==> src/rtl/rmv_pkg.sv <==
// Shared constants, codes and structure types for the running statistics block.
// Depends on nothing; every other file refers to it by scoped names.
package rmv_pkg;

   // Field and accumulator widths.
   localparam int SAMPLE_BITS  = 24;
   localparam int COUNT_BITS   = 16;
   localparam int SUM_BITS     = 40;
   localparam int SQ_BITS      = 2 * SAMPLE_BITS;
   localparam int SUMSQ_BITS   = 62;
   localparam int FRAC_BITS    = 8;
   localparam int MEAN_BITS    = 32;
   localparam int VAR_BITS     = 47;

   // The magnitude of the sum needs one bit fewer than the signed sum.
   localparam int MAG_BITS     = SUM_BITS - 1;
   // The shared adder covers count * sum of squares and the squared sum.
   localparam int ALU_BITS     = 2 * MAG_BITS;
   localparam int DIVISOR_BITS = 2 * COUNT_BITS;
   localparam int DQ_BITS      = VAR_BITS;
   localparam int STEP_BITS    = 6;

   localparam logic [COUNT_BITS-1:0] COUNT_FULL = '1;

   // Request kinds.
   localparam logic KIND_ADD   = 1'b0;
   localparam logic KIND_CLEAR = 1'b1;

   typedef struct packed {
      logic                          kind;
      logic signed [SAMPLE_BITS-1:0] sample;
   } cmd_type;

   typedef struct packed {
      logic        [COUNT_BITS-1:0]  count;
      logic signed [SUM_BITS-1:0]    sum;
      logic        [SUMSQ_BITS-1:0]  sumsq;
      logic signed [SAMPLE_BITS-1:0] minimum;
      logic signed [SAMPLE_BITS-1:0] maximum;
      logic signed [SAMPLE_BITS-1:0] last;
      logic                          dropped;
   } stats_type;

   typedef struct packed {
      logic [MEAN_BITS-1:0] mean;
      logic [VAR_BITS-1:0]  variance;
   } calc_type;

   typedef struct packed {
      logic [ALU_BITS-1:0] a;
      logic [ALU_BITS-1:0] b;
      logic                sub;
   } alu_op_type;

   typedef struct packed {
      logic [ALU_BITS-1:0] sum;
      logic                carry;
   } alu_res_type;

endpackage

==> src/rtl/rmv_intf.sv <==
// Valid/ready channel interfaces for requests and responses of the statistics block.
// Depends on rmv_pkg for the field widths.
interface rmv_req_if;
   logic                                   valid;
   logic                                   ready;
   logic                                   kind;
   logic signed [rmv_pkg::SAMPLE_BITS-1:0] sample;

   modport source (output valid, output kind, output sample, input ready);
   modport sink (input valid, input kind, input sample, output ready);
endinterface

interface rmv_rsp_if;
   logic                                   valid;
   logic                                   ready;
   logic        [rmv_pkg::COUNT_BITS-1:0]  sample_count;
   logic signed [rmv_pkg::SAMPLE_BITS-1:0] minimum;
   logic signed [rmv_pkg::SAMPLE_BITS-1:0] maximum;
   logic signed [rmv_pkg::SAMPLE_BITS-1:0] last_sample;
   logic signed [rmv_pkg::MEAN_BITS-1:0]   mean;
   logic        [rmv_pkg::VAR_BITS-1:0]    variance;
   logic                                   stats_valid;
   logic                                   variance_valid;
   logic                                   dropped;

   modport source (output valid, output sample_count, output minimum, output maximum,
                   output last_sample, output mean, output variance, output stats_valid,
                   output variance_valid, output dropped, input ready);
   modport sink (input valid, input sample_count, input minimum, input maximum,
                 input last_sample, input mean, input variance, input stats_valid,
                 input variance_valid, input dropped, output ready);
endinterface

==> src/rtl/rmv_alu.sv <==
// Shared adder/subtractor of the sequencer (all but the divisor product).
// Depends on rmv_pkg for the operand and result structures.
module rmv_alu (
   input  rmv_pkg::alu_op_type  op,
   output rmv_pkg::alu_res_type res
);

   logic [rmv_pkg::ALU_BITS:0] wide_sum;
   logic [rmv_pkg::ALU_BITS-1:0] b_operand;

   // Subtraction adds the inverted operand plus one; carry out means a >= b.
   assign b_operand = op.sub ? ~op.b : op.b;
   assign wide_sum  = {1'b0, op.a} + {1'b0, b_operand} + (rmv_pkg::ALU_BITS + 1)'(op.sub);

   assign res.sum   = wide_sum[rmv_pkg::ALU_BITS-1:0];
   assign res.carry = wide_sum[rmv_pkg::ALU_BITS];

endmodule

==> src/rtl/rmv_stats.sv <==
// Accumulator registers: count, sum, sum of squares, minimum, maximum and last sample.
// Depends on rmv_pkg; a request is squared and registered first, then applied in the update.
module rmv_stats (
   input  logic               clock,
   input  logic               reset,
   input  logic               go,
   input  rmv_pkg::cmd_type   cmd,
   output rmv_pkg::stats_type stats,
   output logic               done
);

   logic [rmv_pkg::SAMPLE_BITS-1:0]        raw;
   logic [rmv_pkg::SAMPLE_BITS-1:0]        mag;
   logic [rmv_pkg::SQ_BITS-1:0]            sq_in;

   logic                                   kind_ff;
   logic signed [rmv_pkg::SAMPLE_BITS-1:0] sample_ff;
   logic [rmv_pkg::SQ_BITS-1:0]            sq_ff;
   logic                                   apply_ff;
   logic                                   done_ff;

   logic [rmv_pkg::COUNT_BITS-1:0]         count_ff, count_in;
   logic signed [rmv_pkg::SUM_BITS-1:0]    sum_ff, sum_in;
   logic [rmv_pkg::SUMSQ_BITS-1:0]         sumsq_ff, sumsq_in;
   logic signed [rmv_pkg::SAMPLE_BITS-1:0] min_ff, min_in;
   logic signed [rmv_pkg::SAMPLE_BITS-1:0] max_ff, max_in;
   logic signed [rmv_pkg::SAMPLE_BITS-1:0] last_ff, last_in;
   logic                                   dropped_ff, dropped_in;

   // Magnitude and square of the incoming sample, registered before the update.
   assign raw   = cmd.sample;
   assign mag   = raw[rmv_pkg::SAMPLE_BITS-1] ? (~raw + 1'b1) : raw;
   assign sq_in = rmv_pkg::SQ_BITS'(mag) * rmv_pkg::SQ_BITS'(mag);

   always_ff @(posedge clock) begin
      if (go) begin
         kind_ff   <= cmd.kind;
         sample_ff <= cmd.sample;
         sq_ff     <= sq_in;
      end
   end

   // Update of the statistics: a clear wins, then a full count drops the sample.
   always_comb begin
      count_in   = count_ff;
      sum_in     = sum_ff;
      sumsq_in   = sumsq_ff;
      min_in     = min_ff;
      max_in     = max_ff;
      last_in    = last_ff;
      dropped_in = dropped_ff;
      if (apply_ff) begin
         dropped_in = 1'b0;
         priority if (kind_ff == rmv_pkg::KIND_CLEAR) begin
            count_in = '0;
            sum_in   = '0;
            sumsq_in = '0;
            min_in   = '0;
            max_in   = '0;
            last_in  = '0;
         end else if (count_ff == rmv_pkg::COUNT_FULL) begin
            dropped_in = 1'b1;
         end else begin
            // The first sample after a clear sets both extremes.
            if (count_ff == '0 || sample_ff < min_ff) begin
               min_in = sample_ff;
            end
            if (count_ff == '0 || sample_ff > max_ff) begin
               max_in = sample_ff;
            end
            sum_in   = sum_ff + {{(rmv_pkg::SUM_BITS - rmv_pkg::SAMPLE_BITS)
                                   {sample_ff[rmv_pkg::SAMPLE_BITS-1]}}, sample_ff};
            sumsq_in = sumsq_ff + rmv_pkg::SUMSQ_BITS'(sq_ff);
            last_in  = sample_ff;
            count_in = count_ff + 1'b1;
         end
      end
   end

   always_ff @(posedge clock) begin
      if (reset) begin
         apply_ff   <= 1'b0;
         done_ff    <= 1'b0;
         count_ff   <= '0;
         sum_ff     <= '0;
         sumsq_ff   <= '0;
         min_ff     <= '0;
         max_ff     <= '0;
         last_ff    <= '0;
         dropped_ff <= 1'b0;
      end else begin
         apply_ff   <= go;
         done_ff    <= apply_ff;
         count_ff   <= count_in;
         sum_ff     <= sum_in;
         sumsq_ff   <= sumsq_in;
         min_ff     <= min_in;
         max_ff     <= max_in;
         last_ff    <= last_in;
         dropped_ff <= dropped_in;
      end
   end

   assign stats.count   = count_ff;
   assign stats.sum     = sum_ff;
   assign stats.sumsq   = sumsq_ff;
   assign stats.minimum = min_ff;
   assign stats.maximum = max_ff;
   assign stats.last    = last_ff;
   assign stats.dropped = dropped_ff;
   assign done          = done_ff;

   // A dropped sample is only ever reported against a full count.
   a_drop_only_when_full: assert property (@(posedge clock) disable iff (reset)
      (done_ff && dropped_ff) |-> (count_ff == rmv_pkg::COUNT_FULL))
      else $error("sample dropped while count was not full");

endmodule

==> src/rtl/rmv_seq.sv <==
// Sequencer for mean and unbiased variance with one shared adder and a divisor multiply.
// Depends on rmv_pkg and rmv_alu; multiplies by shift-and-add, divides by restoring steps.
module rmv_seq (
   input  logic               clock,
   input  logic               reset,
   input  logic               start,
   input  rmv_pkg::stats_type stats,
   output rmv_pkg::calc_type  calc,
   output logic               done
);

   localparam logic [3:0] S_IDLE = 4'd0;
   localparam logic [3:0] S_ABS  = 4'd1;
   localparam logic [3:0] S_MDIV = 4'd2;
   localparam logic [3:0] S_MNEG = 4'd3;
   localparam logic [3:0] S_MULA = 4'd4;
   localparam logic [3:0] S_MULB = 4'd5;
   localparam logic [3:0] S_SUB  = 4'd6;
   localparam logic [3:0] S_VDIV = 4'd7;
   localparam logic [3:0] S_DONE = 4'd8;

   localparam int MEAN_DVD_BITS = rmv_pkg::MAG_BITS + rmv_pkg::FRAC_BITS;

   rmv_pkg::alu_op_type  alu_op;
   rmv_pkg::alu_res_type alu_res;

   logic [3:0]                          state_ff, state_in;
   logic                                done_ff, done_in;
   logic [rmv_pkg::STEP_BITS-1:0]       step_ff, step_in;
   logic [rmv_pkg::DIVISOR_BITS-1:0]    rem_ff, rem_in;
   logic [rmv_pkg::DQ_BITS-1:0]         dq_ff, dq_in;
   logic [rmv_pkg::DIVISOR_BITS-1:0]    divisor_ff, divisor_in;
   logic [rmv_pkg::ALU_BITS-1:0]        acc_ff, acc_in;
   logic [rmv_pkg::ALU_BITS-1:0]        prod_ff, prod_in;
   logic [rmv_pkg::MAG_BITS-1:0]        mop_ff, mop_in;
   logic [rmv_pkg::SUMSQ_BITS-1:0]      mcand_ff, mcand_in;
   logic [rmv_pkg::MAG_BITS-1:0]        mag_ff, mag_in;
   logic                                neg_ff, neg_in;
   logic [rmv_pkg::MEAN_BITS-1:0]       mean_ff, mean_in;
   logic [rmv_pkg::VAR_BITS-1:0]        var_ff, var_in;

   logic                                sum_neg;
   logic [rmv_pkg::MAG_BITS-1:0]        mag_now;
   logic [MEAN_DVD_BITS-1:0]            mean_dvd;
   logic [rmv_pkg::ALU_BITS-1:0]        diff;
   logic [rmv_pkg::COUNT_BITS-1:0]      count_less;

   rmv_alu u_alu (
      .op  (alu_op),
      .res (alu_res)
   );

   assign sum_neg    = stats.sum[rmv_pkg::SUM_BITS-1];
   assign mag_now    = sum_neg ? alu_res.sum[rmv_pkg::MAG_BITS-1:0]
                               : stats.sum[rmv_pkg::MAG_BITS-1:0];
   assign mean_dvd   = {mag_now, {rmv_pkg::FRAC_BITS{1'b0}}};
   assign diff       = alu_res.carry ? alu_res.sum : '0;
   assign count_less = stats.count - 1'b1;

   // Operand selection for the shared adder in each phase.
   always_comb begin
      alu_op.a   = '0;
      alu_op.b   = '0;
      alu_op.sub = 1'b0;
      unique case (state_ff)
         S_ABS: begin
            alu_op.b   = {{(rmv_pkg::ALU_BITS - rmv_pkg::SUM_BITS){sum_neg}}, stats.sum};
            alu_op.sub = 1'b1;
         end
         S_MDIV, S_VDIV: begin
            alu_op.a   = rmv_pkg::ALU_BITS'({rem_ff, dq_ff[rmv_pkg::DQ_BITS-1]});
            alu_op.b   = rmv_pkg::ALU_BITS'(divisor_ff);
            alu_op.sub = 1'b1;
         end
         S_MNEG: begin
            alu_op.b   = rmv_pkg::ALU_BITS'(dq_ff[rmv_pkg::MEAN_BITS-1:0]);
            alu_op.sub = 1'b1;
         end
         S_MULA, S_MULB: begin
            alu_op.a = {acc_ff[rmv_pkg::ALU_BITS-2:0], 1'b0};
            alu_op.b = mop_ff[rmv_pkg::MAG_BITS-1] ? rmv_pkg::ALU_BITS'(mcand_ff) : '0;
         end
         S_SUB: begin
            alu_op.a   = prod_ff;
            alu_op.b   = acc_ff;
            alu_op.sub = 1'b1;
         end
         default: begin
            alu_op.sub = 1'b0;
         end
      endcase
   end

   // Phase sequencing and datapath register updates.
   always_comb begin
      state_in   = state_ff;
      done_in    = 1'b0;
      step_in    = step_ff;
      rem_in     = rem_ff;
      dq_in      = dq_ff;
      divisor_in = divisor_ff;
      acc_in     = acc_ff;
      prod_in    = prod_ff;
      mop_in     = mop_ff;
      mcand_in   = mcand_ff;
      mag_in     = mag_ff;
      neg_in     = neg_ff;
      mean_in    = mean_ff;
      var_in     = var_ff;
      unique case (state_ff)
         S_IDLE: begin
            if (start) begin
               mean_in  = '0;
               var_in   = '0;
               state_in = (stats.count == '0) ? S_DONE : S_ABS;
            end
         end
         S_ABS: begin
            // Magnitude of the sum, then load the mean division (quotient fits 32 bits).
            mag_in     = mag_now;
            neg_in     = sum_neg;
            rem_in     = rmv_pkg::DIVISOR_BITS'(mean_dvd[MEAN_DVD_BITS-1:rmv_pkg::MEAN_BITS]);
            dq_in      = {mean_dvd[rmv_pkg::MEAN_BITS-1:0],
                          {(rmv_pkg::DQ_BITS - rmv_pkg::MEAN_BITS){1'b0}}};
            divisor_in = rmv_pkg::DIVISOR_BITS'(stats.count);
            step_in    = rmv_pkg::STEP_BITS'(rmv_pkg::MEAN_BITS - 1);
            state_in   = S_MDIV;
         end
         S_MDIV, S_VDIV: begin
            // One restoring step: quotient bits enter at the bottom of dq.
            rem_in  = alu_res.carry ? alu_res.sum[rmv_pkg::DIVISOR_BITS-1:0]
                                    : {rem_ff[rmv_pkg::DIVISOR_BITS-2:0],
                                       dq_ff[rmv_pkg::DQ_BITS-1]};
            dq_in   = {dq_ff[rmv_pkg::DQ_BITS-2:0], alu_res.carry};
            step_in = step_ff - 1'b1;
            if (step_ff == '0) begin
               if (state_ff == S_VDIV) begin
                  var_in   = dq_in;
                  state_in = S_DONE;
               end else begin
                  state_in = S_MNEG;
               end
            end
         end
         S_MNEG: begin
            mean_in = neg_ff ? alu_res.sum[rmv_pkg::MEAN_BITS-1:0]
                             : dq_ff[rmv_pkg::MEAN_BITS-1:0];
            if (stats.count[rmv_pkg::COUNT_BITS-1:1] == '0) begin
               state_in = S_DONE;
            end else begin
               // Product count * sum of squares, count taken MSB first.
               acc_in   = '0;
               mop_in   = {stats.count,
                           {(rmv_pkg::MAG_BITS - rmv_pkg::COUNT_BITS){1'b0}}};
               mcand_in = stats.sumsq;
               step_in  = rmv_pkg::STEP_BITS'(rmv_pkg::COUNT_BITS - 1);
               state_in = S_MULA;
            end
         end
         S_MULA: begin
            acc_in  = alu_res.sum;
            mop_in  = {mop_ff[rmv_pkg::MAG_BITS-2:0], 1'b0};
            step_in = step_ff - 1'b1;
            if (step_ff == '0) begin
               // Keep the first product and square the sum magnitude next.
               prod_in  = alu_res.sum;
               acc_in   = '0;
               mop_in   = mag_ff;
               mcand_in = rmv_pkg::SUMSQ_BITS'(mag_ff);
               step_in  = rmv_pkg::STEP_BITS'(rmv_pkg::MAG_BITS - 1);
               state_in = S_MULB;
            end
         end
         S_MULB: begin
            acc_in  = alu_res.sum;
            mop_in  = {mop_ff[rmv_pkg::MAG_BITS-2:0], 1'b0};
            step_in = step_ff - 1'b1;
            if (step_ff == '0) begin
               state_in = S_SUB;
            end
         end
         S_SUB: begin
            // Numerator count*sumsq - sum^2 over divisor count*(count-1).
            // The variance stays below 2^47 for any 24-bit sample, so the top bits
            // preload the remainder and 47 steps suffice.
            rem_in     = rmv_pkg::DIVISOR_BITS'(diff[rmv_pkg::ALU_BITS-1:rmv_pkg::DQ_BITS]);
            dq_in      = diff[rmv_pkg::DQ_BITS-1:0];
            divisor_in = {{rmv_pkg::COUNT_BITS{1'b0}}, stats.count}
                       * {{rmv_pkg::COUNT_BITS{1'b0}}, count_less};
            step_in    = rmv_pkg::STEP_BITS'(rmv_pkg::DQ_BITS - 1);
            state_in   = S_VDIV;
         end
         S_DONE: begin
            done_in  = 1'b1;
            state_in = S_IDLE;
         end
         default: begin
            state_in = S_IDLE;
         end
      endcase
   end

   always_ff @(posedge clock) begin
      if (reset) begin
         state_ff <= S_IDLE;
         done_ff  <= 1'b0;
      end else begin
         state_ff <= state_in;
         done_ff  <= done_in;
      end
   end

   always_ff @(posedge clock) begin
      step_ff    <= step_in;
      rem_ff     <= rem_in;
      dq_ff      <= dq_in;
      divisor_ff <= divisor_in;
      acc_ff     <= acc_in;
      prod_ff    <= prod_in;
      mop_ff     <= mop_in;
      mcand_ff   <= mcand_in;
      mag_ff     <= mag_in;
      neg_ff     <= neg_in;
      mean_ff    <= mean_in;
      var_ff     <= var_in;
   end

   assign calc.mean     = mean_ff;
   assign calc.variance = var_ff;
   assign done          = done_ff;

   // A new computation is only started when the sequencer is idle.
   a_start_when_idle: assert property (@(posedge clock) disable iff (reset)
      start |-> (state_ff == S_IDLE))
      else $error("sequencer started while busy");

   // The partial remainder stays below the divisor throughout a division.
   a_rem_below_divisor: assert property (@(posedge clock) disable iff (reset)
      (state_ff == S_MDIV || state_ff == S_VDIV) |-> (rem_ff < divisor_ff))
      else $error("division remainder reached the divisor");

   // count * sum of squares is never below the squared sum.
   a_numerator_nonneg: assert property (@(posedge clock) disable iff (reset)
      (state_ff == S_SUB) |-> alu_res.carry)
      else $error("variance numerator negative");

endmodule

==> src/rtl/running_mean_variance_min_max.sv <==
// Top level of the running mean, variance, minimum and maximum block.
// Depends on rmv_pkg, rmv_intf (rmv_req_if, rmv_rsp_if), rmv_stats and rmv_seq.
//
//   Channel  Direction  Handshake      Contents
//   req_ch   in         valid/ready    kind (add or clear), sample
//   rsp_ch   out        valid/ready    count, min, max, last, mean, variance, flags
//
// Most of the work for a request is the shared adder sequence: 32 mean division steps,
// 16 + 39 multiply steps and 47 variance division steps. With one sample accumulated
// the multiply and variance steps are skipped, and with none all of them are.
// Synchronous reset clears all statistics and both handshakes.
// A finished response waits in its own register, so the next request is taken
// while the response is still stalled; a second result then waits for that register.
module running_mean_variance_min_max (
   input logic       clock,
   input logic       reset,
   rmv_req_if.sink   req_ch,
   rmv_rsp_if.source rsp_ch
);

   localparam logic [1:0] T_IDLE  = 2'd0;
   localparam logic [1:0] T_STATS = 2'd1;
   localparam logic [1:0] T_CALC  = 2'd2;
   localparam logic [1:0] T_HOLD  = 2'd3;

   logic [1:0]         state_ff, state_in;
   logic               rsp_valid_ff, rsp_valid_in;
   rmv_pkg::stats_type rsp_stats_ff;
   rmv_pkg::calc_type  rsp_calc_ff;

   logic               accept;
   logic               load_rsp;
   logic               calc_start;
   rmv_pkg::cmd_type   cmd;
   rmv_pkg::stats_type stats;
   logic               stats_done;
   rmv_pkg::calc_type  calc;
   logic               calc_done;

   assign req_ch.ready = (state_ff == T_IDLE);
   assign accept       = req_ch.valid && req_ch.ready;
   assign cmd.kind     = req_ch.kind;
   assign cmd.sample   = req_ch.sample;
   assign calc_start   = (state_ff == T_STATS) && stats_done;
   assign load_rsp     = (state_ff == T_HOLD) && (!rsp_valid_ff || rsp_ch.ready);

   rmv_stats u_stats (
      .clock (clock),
      .reset (reset),
      .go    (accept),
      .cmd   (cmd),
      .stats (stats),
      .done  (stats_done)
   );

   rmv_seq u_seq (
      .clock (clock),
      .reset (reset),
      .start (calc_start),
      .stats (stats),
      .calc  (calc),
      .done  (calc_done)
   );

   // Request flow: update statistics, compute, then hand over to the response register.
   always_comb begin
      state_in = state_ff;
      unique case (state_ff)
         T_IDLE: begin
            if (accept) begin
               state_in = T_STATS;
            end
         end
         T_STATS: begin
            if (stats_done) begin
               state_in = T_CALC;
            end
         end
         T_CALC: begin
            if (calc_done) begin
               state_in = T_HOLD;
            end
         end
         T_HOLD: begin
            if (load_rsp) begin
               state_in = T_IDLE;
            end
         end
         default: begin
            state_in = T_IDLE;
         end
      endcase
   end

   // Response valid: cleared when taken, set when a new result is loaded.
   always_comb begin
      rsp_valid_in = rsp_valid_ff;
      if (rsp_valid_ff && rsp_ch.ready) begin
         rsp_valid_in = 1'b0;
      end
      if (load_rsp) begin
         rsp_valid_in = 1'b1;
      end
   end

   always_ff @(posedge clock) begin
      if (reset) begin
         state_ff     <= T_IDLE;
         rsp_valid_ff <= 1'b0;
      end else begin
         state_ff     <= state_in;
         rsp_valid_ff <= rsp_valid_in;
      end
   end

   always_ff @(posedge clock) begin
      if (load_rsp) begin
         rsp_stats_ff <= stats;
         rsp_calc_ff  <= calc;
      end
   end

   assign rsp_ch.valid          = rsp_valid_ff;
   assign rsp_ch.sample_count   = rsp_stats_ff.count;
   assign rsp_ch.minimum        = rsp_stats_ff.minimum;
   assign rsp_ch.maximum        = rsp_stats_ff.maximum;
   assign rsp_ch.last_sample    = rsp_stats_ff.last;
   assign rsp_ch.mean           = rsp_calc_ff.mean;
   assign rsp_ch.variance       = rsp_calc_ff.variance;
   assign rsp_ch.stats_valid    = (rsp_stats_ff.count != '0);
   assign rsp_ch.variance_valid = (rsp_stats_ff.count[rmv_pkg::COUNT_BITS-1:1] != '0);
   assign rsp_ch.dropped        = rsp_stats_ff.dropped;

   // The sequencer only finishes while this request is in its compute phase.
   a_calc_done_in_calc: assert property (@(posedge clock) disable iff (reset)
      calc_done |-> (state_ff == T_CALC))
      else $error("computation finished outside the compute phase");

endmodule
==> src/flat_wrapper.sv <==
// flat-port wrapper written by rule: the top's interface ports become plain ports
module running_mean_variance_min_max_flat 
  (clock, reset, req_ch_valid, req_ch_kind, req_ch_sample, req_ch_ready, rsp_ch_valid, rsp_ch_sample_count, rsp_ch_minimum, rsp_ch_maximum, rsp_ch_last_sample, rsp_ch_mean, rsp_ch_variance, rsp_ch_stats_valid, rsp_ch_variance_valid, rsp_ch_dropped, rsp_ch_ready);
  rmv_req_if req_ch_i ();
  rmv_rsp_if rsp_ch_i ();
  input logic clock;
  input logic reset;
  input wire logic [$bits(req_ch_i.valid)-1:0] req_ch_valid;
  input wire logic [$bits(req_ch_i.kind)-1:0] req_ch_kind;
  input wire logic [$bits(req_ch_i.sample)-1:0] req_ch_sample;
  output wire logic [$bits(req_ch_i.ready)-1:0] req_ch_ready;
  output wire logic [$bits(rsp_ch_i.valid)-1:0] rsp_ch_valid;
  output wire logic [$bits(rsp_ch_i.sample_count)-1:0] rsp_ch_sample_count;
  output wire logic [$bits(rsp_ch_i.minimum)-1:0] rsp_ch_minimum;
  output wire logic [$bits(rsp_ch_i.maximum)-1:0] rsp_ch_maximum;
  output wire logic [$bits(rsp_ch_i.last_sample)-1:0] rsp_ch_last_sample;
  output wire logic [$bits(rsp_ch_i.mean)-1:0] rsp_ch_mean;
  output wire logic [$bits(rsp_ch_i.variance)-1:0] rsp_ch_variance;
  output wire logic [$bits(rsp_ch_i.stats_valid)-1:0] rsp_ch_stats_valid;
  output wire logic [$bits(rsp_ch_i.variance_valid)-1:0] rsp_ch_variance_valid;
  output wire logic [$bits(rsp_ch_i.dropped)-1:0] rsp_ch_dropped;
  input wire logic [$bits(rsp_ch_i.ready)-1:0] rsp_ch_ready;
  assign req_ch_i.valid = req_ch_valid;
  assign req_ch_i.kind = req_ch_kind;
  assign req_ch_i.sample = req_ch_sample;
  assign req_ch_ready = req_ch_i.ready;
  assign rsp_ch_valid = rsp_ch_i.valid;
  assign rsp_ch_sample_count = rsp_ch_i.sample_count;
  assign rsp_ch_minimum = rsp_ch_i.minimum;
  assign rsp_ch_maximum = rsp_ch_i.maximum;
  assign rsp_ch_last_sample = rsp_ch_i.last_sample;
  assign rsp_ch_mean = rsp_ch_i.mean;
  assign rsp_ch_variance = rsp_ch_i.variance;
  assign rsp_ch_stats_valid = rsp_ch_i.stats_valid;
  assign rsp_ch_variance_valid = rsp_ch_i.variance_valid;
  assign rsp_ch_dropped = rsp_ch_i.dropped;
  assign rsp_ch_i.ready = rsp_ch_ready;
  running_mean_variance_min_max u_core (.clock(clock), .reset(reset), .req_ch(req_ch_i), .rsp_ch(rsp_ch_i));
endmodule
==> config.mk <==
export PLATFORM = sky130hd
export DESIGN_NAME = running_mean_variance_min_max_flat
export DESIGN_NICKNAME = d
export VERILOG_FILES = /design/src/rtl/rmv_pkg.sv /design/src/rtl/rmv_intf.sv /design/src/rtl/rmv_alu.sv /design/src/rtl/rmv_stats.sv /design/src/rtl/rmv_seq.sv /design/src/rtl/running_mean_variance_min_max.sv /design/src/flat_wrapper.sv
export SDC_FILE = /design/constraint.sdc
export NUM_CORES = 2
export LEC_CHECK = 0
export BUFFER_PORTS_ARGS = -buffer_cell sky130_fd_sc_hd__buf_2
export CAP_MARGIN = 20
export CORE_MARGIN = 5
export CORE_UTILIZATION = 40
export CTS_CLUSTER_DIAMETER = 80
export DETAILED_ROUTE_END_ITERATION = 12
export PLACE_DENSITY = 0.55
export SLEW_MARGIN = 20
export SYNTH_ARGS = -nofsm -noshare
export SYNTH_HDL_FRONTEND = slang
export SYNTH_SLANG_ARGS = --single-unit
==> constraint.sdc <==
create_clock -name clock -period 20 [get_ports clock]
set_input_delay 3 -clock clock [delete_from_list [all_inputs] [get_ports clock]]
set_output_delay 3 -clock clock [all_outputs]
set_load 0.1 [all_outputs]
==> results.py <==
metrics = {
    "run_status": {
        "status": "complete, no violations",
    },
    "route": {
        "routed.top_layer": "met5",
        "vias": 53200,
        "firstDrtPassIters": 7,
        "first_iter_violations": 4745,
        "wl_met3_um": 16700,
        "wl_met2_um": 105000,
        "wl_met1_um": 103000,
        "ant_nets": 0,
        "drt_wl_total_um": 234000,
        "routedWlPerCell_um": 24.4,
        "drc": 0,
        "vias_per_cell": 5.54,
    },
    "global_routing": {
        "grt_max_degree": 171,
        "grt_use_total_pct": 24.5,
        "grt_pass1_wl_um": 348000,
        "first_global_vias": 53800,
        "antenna_found_initial": 6,
        "grt.overflow.total": 0,
    },
    "floorplan": {
        "start_util_pct": 40.3,
        "die_h_um": 434,
        "die_w_um": 434,
        "ios": 201,
        "core_mm2": 0.179,
        "rows": 155,
        "dieArea_mm2": 0.189,
    },
    "flow_run": {
        "drv_cap": 0,
    },
    "yosys": {
        "synth_cell_types": 98,
        "synthArstFlopShare_pct": 0,
        "ys_seq_area_share_pct": 36.1,
        "ys_top_cells_by_area": "edfxtp_1 31%, fa_1 17%, ha_1 8.8%",
        "ys.flop_type": "edfxtp_1",
        "synth-seq-cells": 933,
        "avgSynthCellArea_um2": 10.2,
        "netlist_area_mm2": 0.0721,
        "postSynthCellCount": 7050,
        "netlist.area_leader.share_pct": 30.5,
        "ys_warn_count": 0,
        "synth_top_area_cell": "edfxtp_1",
        "synth_edf_count": 732,
    },
    "place": {
        "place_congestion": 0.947,
        "dp_hpwl_um": 179000,
        "buffer_ports.inserted": 200,
    },
    "worst_setup_path": {
        "cpPeakStageDelay_ps": 850,
        "r2r_slack_ps": 10420,
        "start_kind": "input port",
        "cpMostUsedCell": "fa_1",
        "crit_type": "input port to flip-flop",
        "critical_path.endpoint_type": "flip-flop",
        "crit_required_ps": 20450,
        "crit_slowest_cell": "xor2_2",
        "path_max_fanout": 14,
        "cp.arrival_ps": 13210,
    },
    "cts": {
        "cts_max_path_buffers": 3,
        "ctsHtreeMaxLevel": 3,
        "clk_latency_ps": 780,
        "post-cts-setup-buffers": 0,
        "cts_tree": "yes",
        "numCtsBuffers": 106,
        "hold_buffers": 0,
        "cts_root_buffer": "clkbuf_16",
        "cts_resized": 0,
        "cts.sinks": 933,
        "path_clk_slew_ps": 60,
    },
    "finish": {
        "syn_to_final_growth_pct": 10.4,
        "fin_nets": 8312,
        "layout-drive-gt1-share_pct": 9.09,
    },
    "sta": {
        "tightest_slew_ps": 1130,
        "clock.fmax_ghz": 0.0784,
        "setup_viol": 0,
        "timing.final.crit_share_pct": 63.8,
        "slew_viol_final": 0,
        "finalSetupTns_ps": 0,
        "rsz0062_at_grt": "no",
        "min_period_ps": 12760,
        "hold_viol": 0,
        "relSlewSlack_pct": 23.9,
        "skew_ps": 87.6,
    },
    "hold_path": {
        "hp-class": "flip-flop to flip-flop",
    },
}
## cells by family after synthesis
group                    synth area share, %
AND/OR/NAND/NOR                         12.3
XOR/XNOR                                3.24
flip-flops                              36.1
multiplexers                            2.38
buffers and inverters                   6.86
other                                 0.0104
AO/OA/AOI/OAI                           13.2
adder cells (fa/ha/maj)                 26.0
## layout make-up
cell class | instances | area (um2)
antenna | 1 | 2.50
multi-input combinational | 4825 | 41400
timing repair buffer | 315 | 1900
clock buffer | 135 | 2830
clock inverter | 65 | 774
tap | 2355 | 2950
fill | 17000 | 99300
inverter | 975 | 3660
sequential | 933 | 26000
## metal layers
layer,vias up,global-route usage [%]
li1,24300,-
met1,26700,34.0
met2,1847,38.8
met3,352,3.97
met4,2,9.38
met5,-,0
## critical path: cells and delay by family
family                     cells  cell delay [ps]
AOI/OAI and AO/OA             10             2490
xor gates and xnor gates       2             1000
adders and majority gates      8             3780
buffers and inverters          5              740
and+or+nand+nor                6             2170
## through the flow
stage / util (%) / cells / instance area, um2 / hold WS, ps / setup slack, ps
4_1_cts: 44.4 / 9602 / 79500 / 397 / 7230
2_1_floorplan: - / 7065 / 72100 / 400 / 8170
3_3_place_gp: 42.4 / 9402 / 75900 / 403 / 6560
3_5_place_dp: 42.4 / 9402 / 75900 / 405 / 6460
5_1_grt: 44.5 / 9604 / 79500 / 411 / 6800
6_report: 44.5 / 9604 / 79500 / 408 / 7240
## cells in the final DEF, fill, tap and decap left out, drive strengths merged, types with 47 or more instances in the layout
| cell type | instances |
|---|---|
| o211ai | 49 |
| nand3 | 47 |
| and3 | 80 |
| dfxtp | 201 |
| nor3 | 51 |
| nand2b | 183 |
| and2 | 73 |
| clkbuf | 135 |
| mux2 | 72 |
| nand2 | 628 |
| a22o | 77 |
| edfxtp | 732 |
| o21ai | 251 |
| mux2i | 90 |
| fa | 618 |
| a21o | 196 |
| nor2b | 120 |
| nor2 | 480 |
| inv | 977 |
| xor2 | 112 |
| a21oi | 388 |
| nand4 | 62 |
| ha | 509 |
| buf | 315 |
| xnor2 | 152 |
## flip-flops by register name, indices dropped and copies added, names as in the netlist, 24 cells and up
name                       flops
u_core.u_seq.var_ff           47
u_core.rsp_ch.mean            32
u_core.u_stats.sample_ff      24
u_core.rsp_ch.variance        47
u_core.u_stats.last_ff        24
u_core.rsp_ch.maximum         24
u_core.u_seq.divisor_ff       32
u_core.u_seq.mop_ff           39
u_core.rsp_ch.last_sample     24
u_core.u_stats.sq_ff          46
u_core.rsp_ch.minimum         24
u_core.u_seq.mag_ff           39
u_core.u_stats.sum_ff         40
u_core.u_seq.mean_ff          32
u_core.u_seq.prod_ff          78
u_core.u_seq.mcand_ff         62
u_core.u_stats.sumsq_ff       62
u_core.u_seq.rem_ff           32
u_core.u_seq.dq_ff            47
u_core.u_stats.min_ff         24
u_core.u_seq.acc_ff           78
u_core.u_stats.max_ff         24
## cell usage after synthesis (10+ instances only)
master,instances
a211oi_1,21
a21boi_0,10
a21o_1,196
a21oi_1,387
a221o_1,33
a221oi_1,12
a222oi_1,33
a22o_1,77
a22oi_1,42
a31o_2,10
a31oi_1,42
a32o_1,36
and2_1,72
and3_1,80
buf_1,18
buf_2,12
clkbuf_1,298
dfxtp_1,201
edfxtp_1,732
fa_1,618
ha_1,509
inv_1,961
inv_2,11
mux2_2,72
mux2i_1,90
nand2_1,620
nand2b_1,182
nand3_1,47
nand4_1,62
nor2_1,480
nor2b_1,120
nor3_1,51
nor4_1,16
o211ai_1,49
o21a_1,39
o21ai_0,243
o21bai_1,39
o22ai_1,19
o31a_1,11
o31ai_1,24
or2_2,10
or3_1,35
or4_1,19
xnor2_1,152
xor2_1,109
## path summary, 6_finish.rpt
path	from	end	cells after the start
min	u_core.u_seq.var_ff[30]$_SDFFCE_PP0P_	u_core.rsp_ch.variance[30]$_DFFE_PP_	0
max reg2reg	u_core.u_stats.count_ff[3]$_SDFFE_PP0P_	u_core.u_seq.divisor_ff[29]$_SDFFCE_PN0P_	29
max	req_ch_sample[4]	u_core.u_stats.sq_ff[45]$_DFFE_PP_	31
min reg2reg	u_core.u_seq.var_ff[30]$_SDFFCE_PP0P_	u_core.rsp_ch.variance[30]$_DFFE_PP_	0
Power is not shown: default switching activity piles up to over one toggle a cycle in this logic, so the estimate is an artifact.
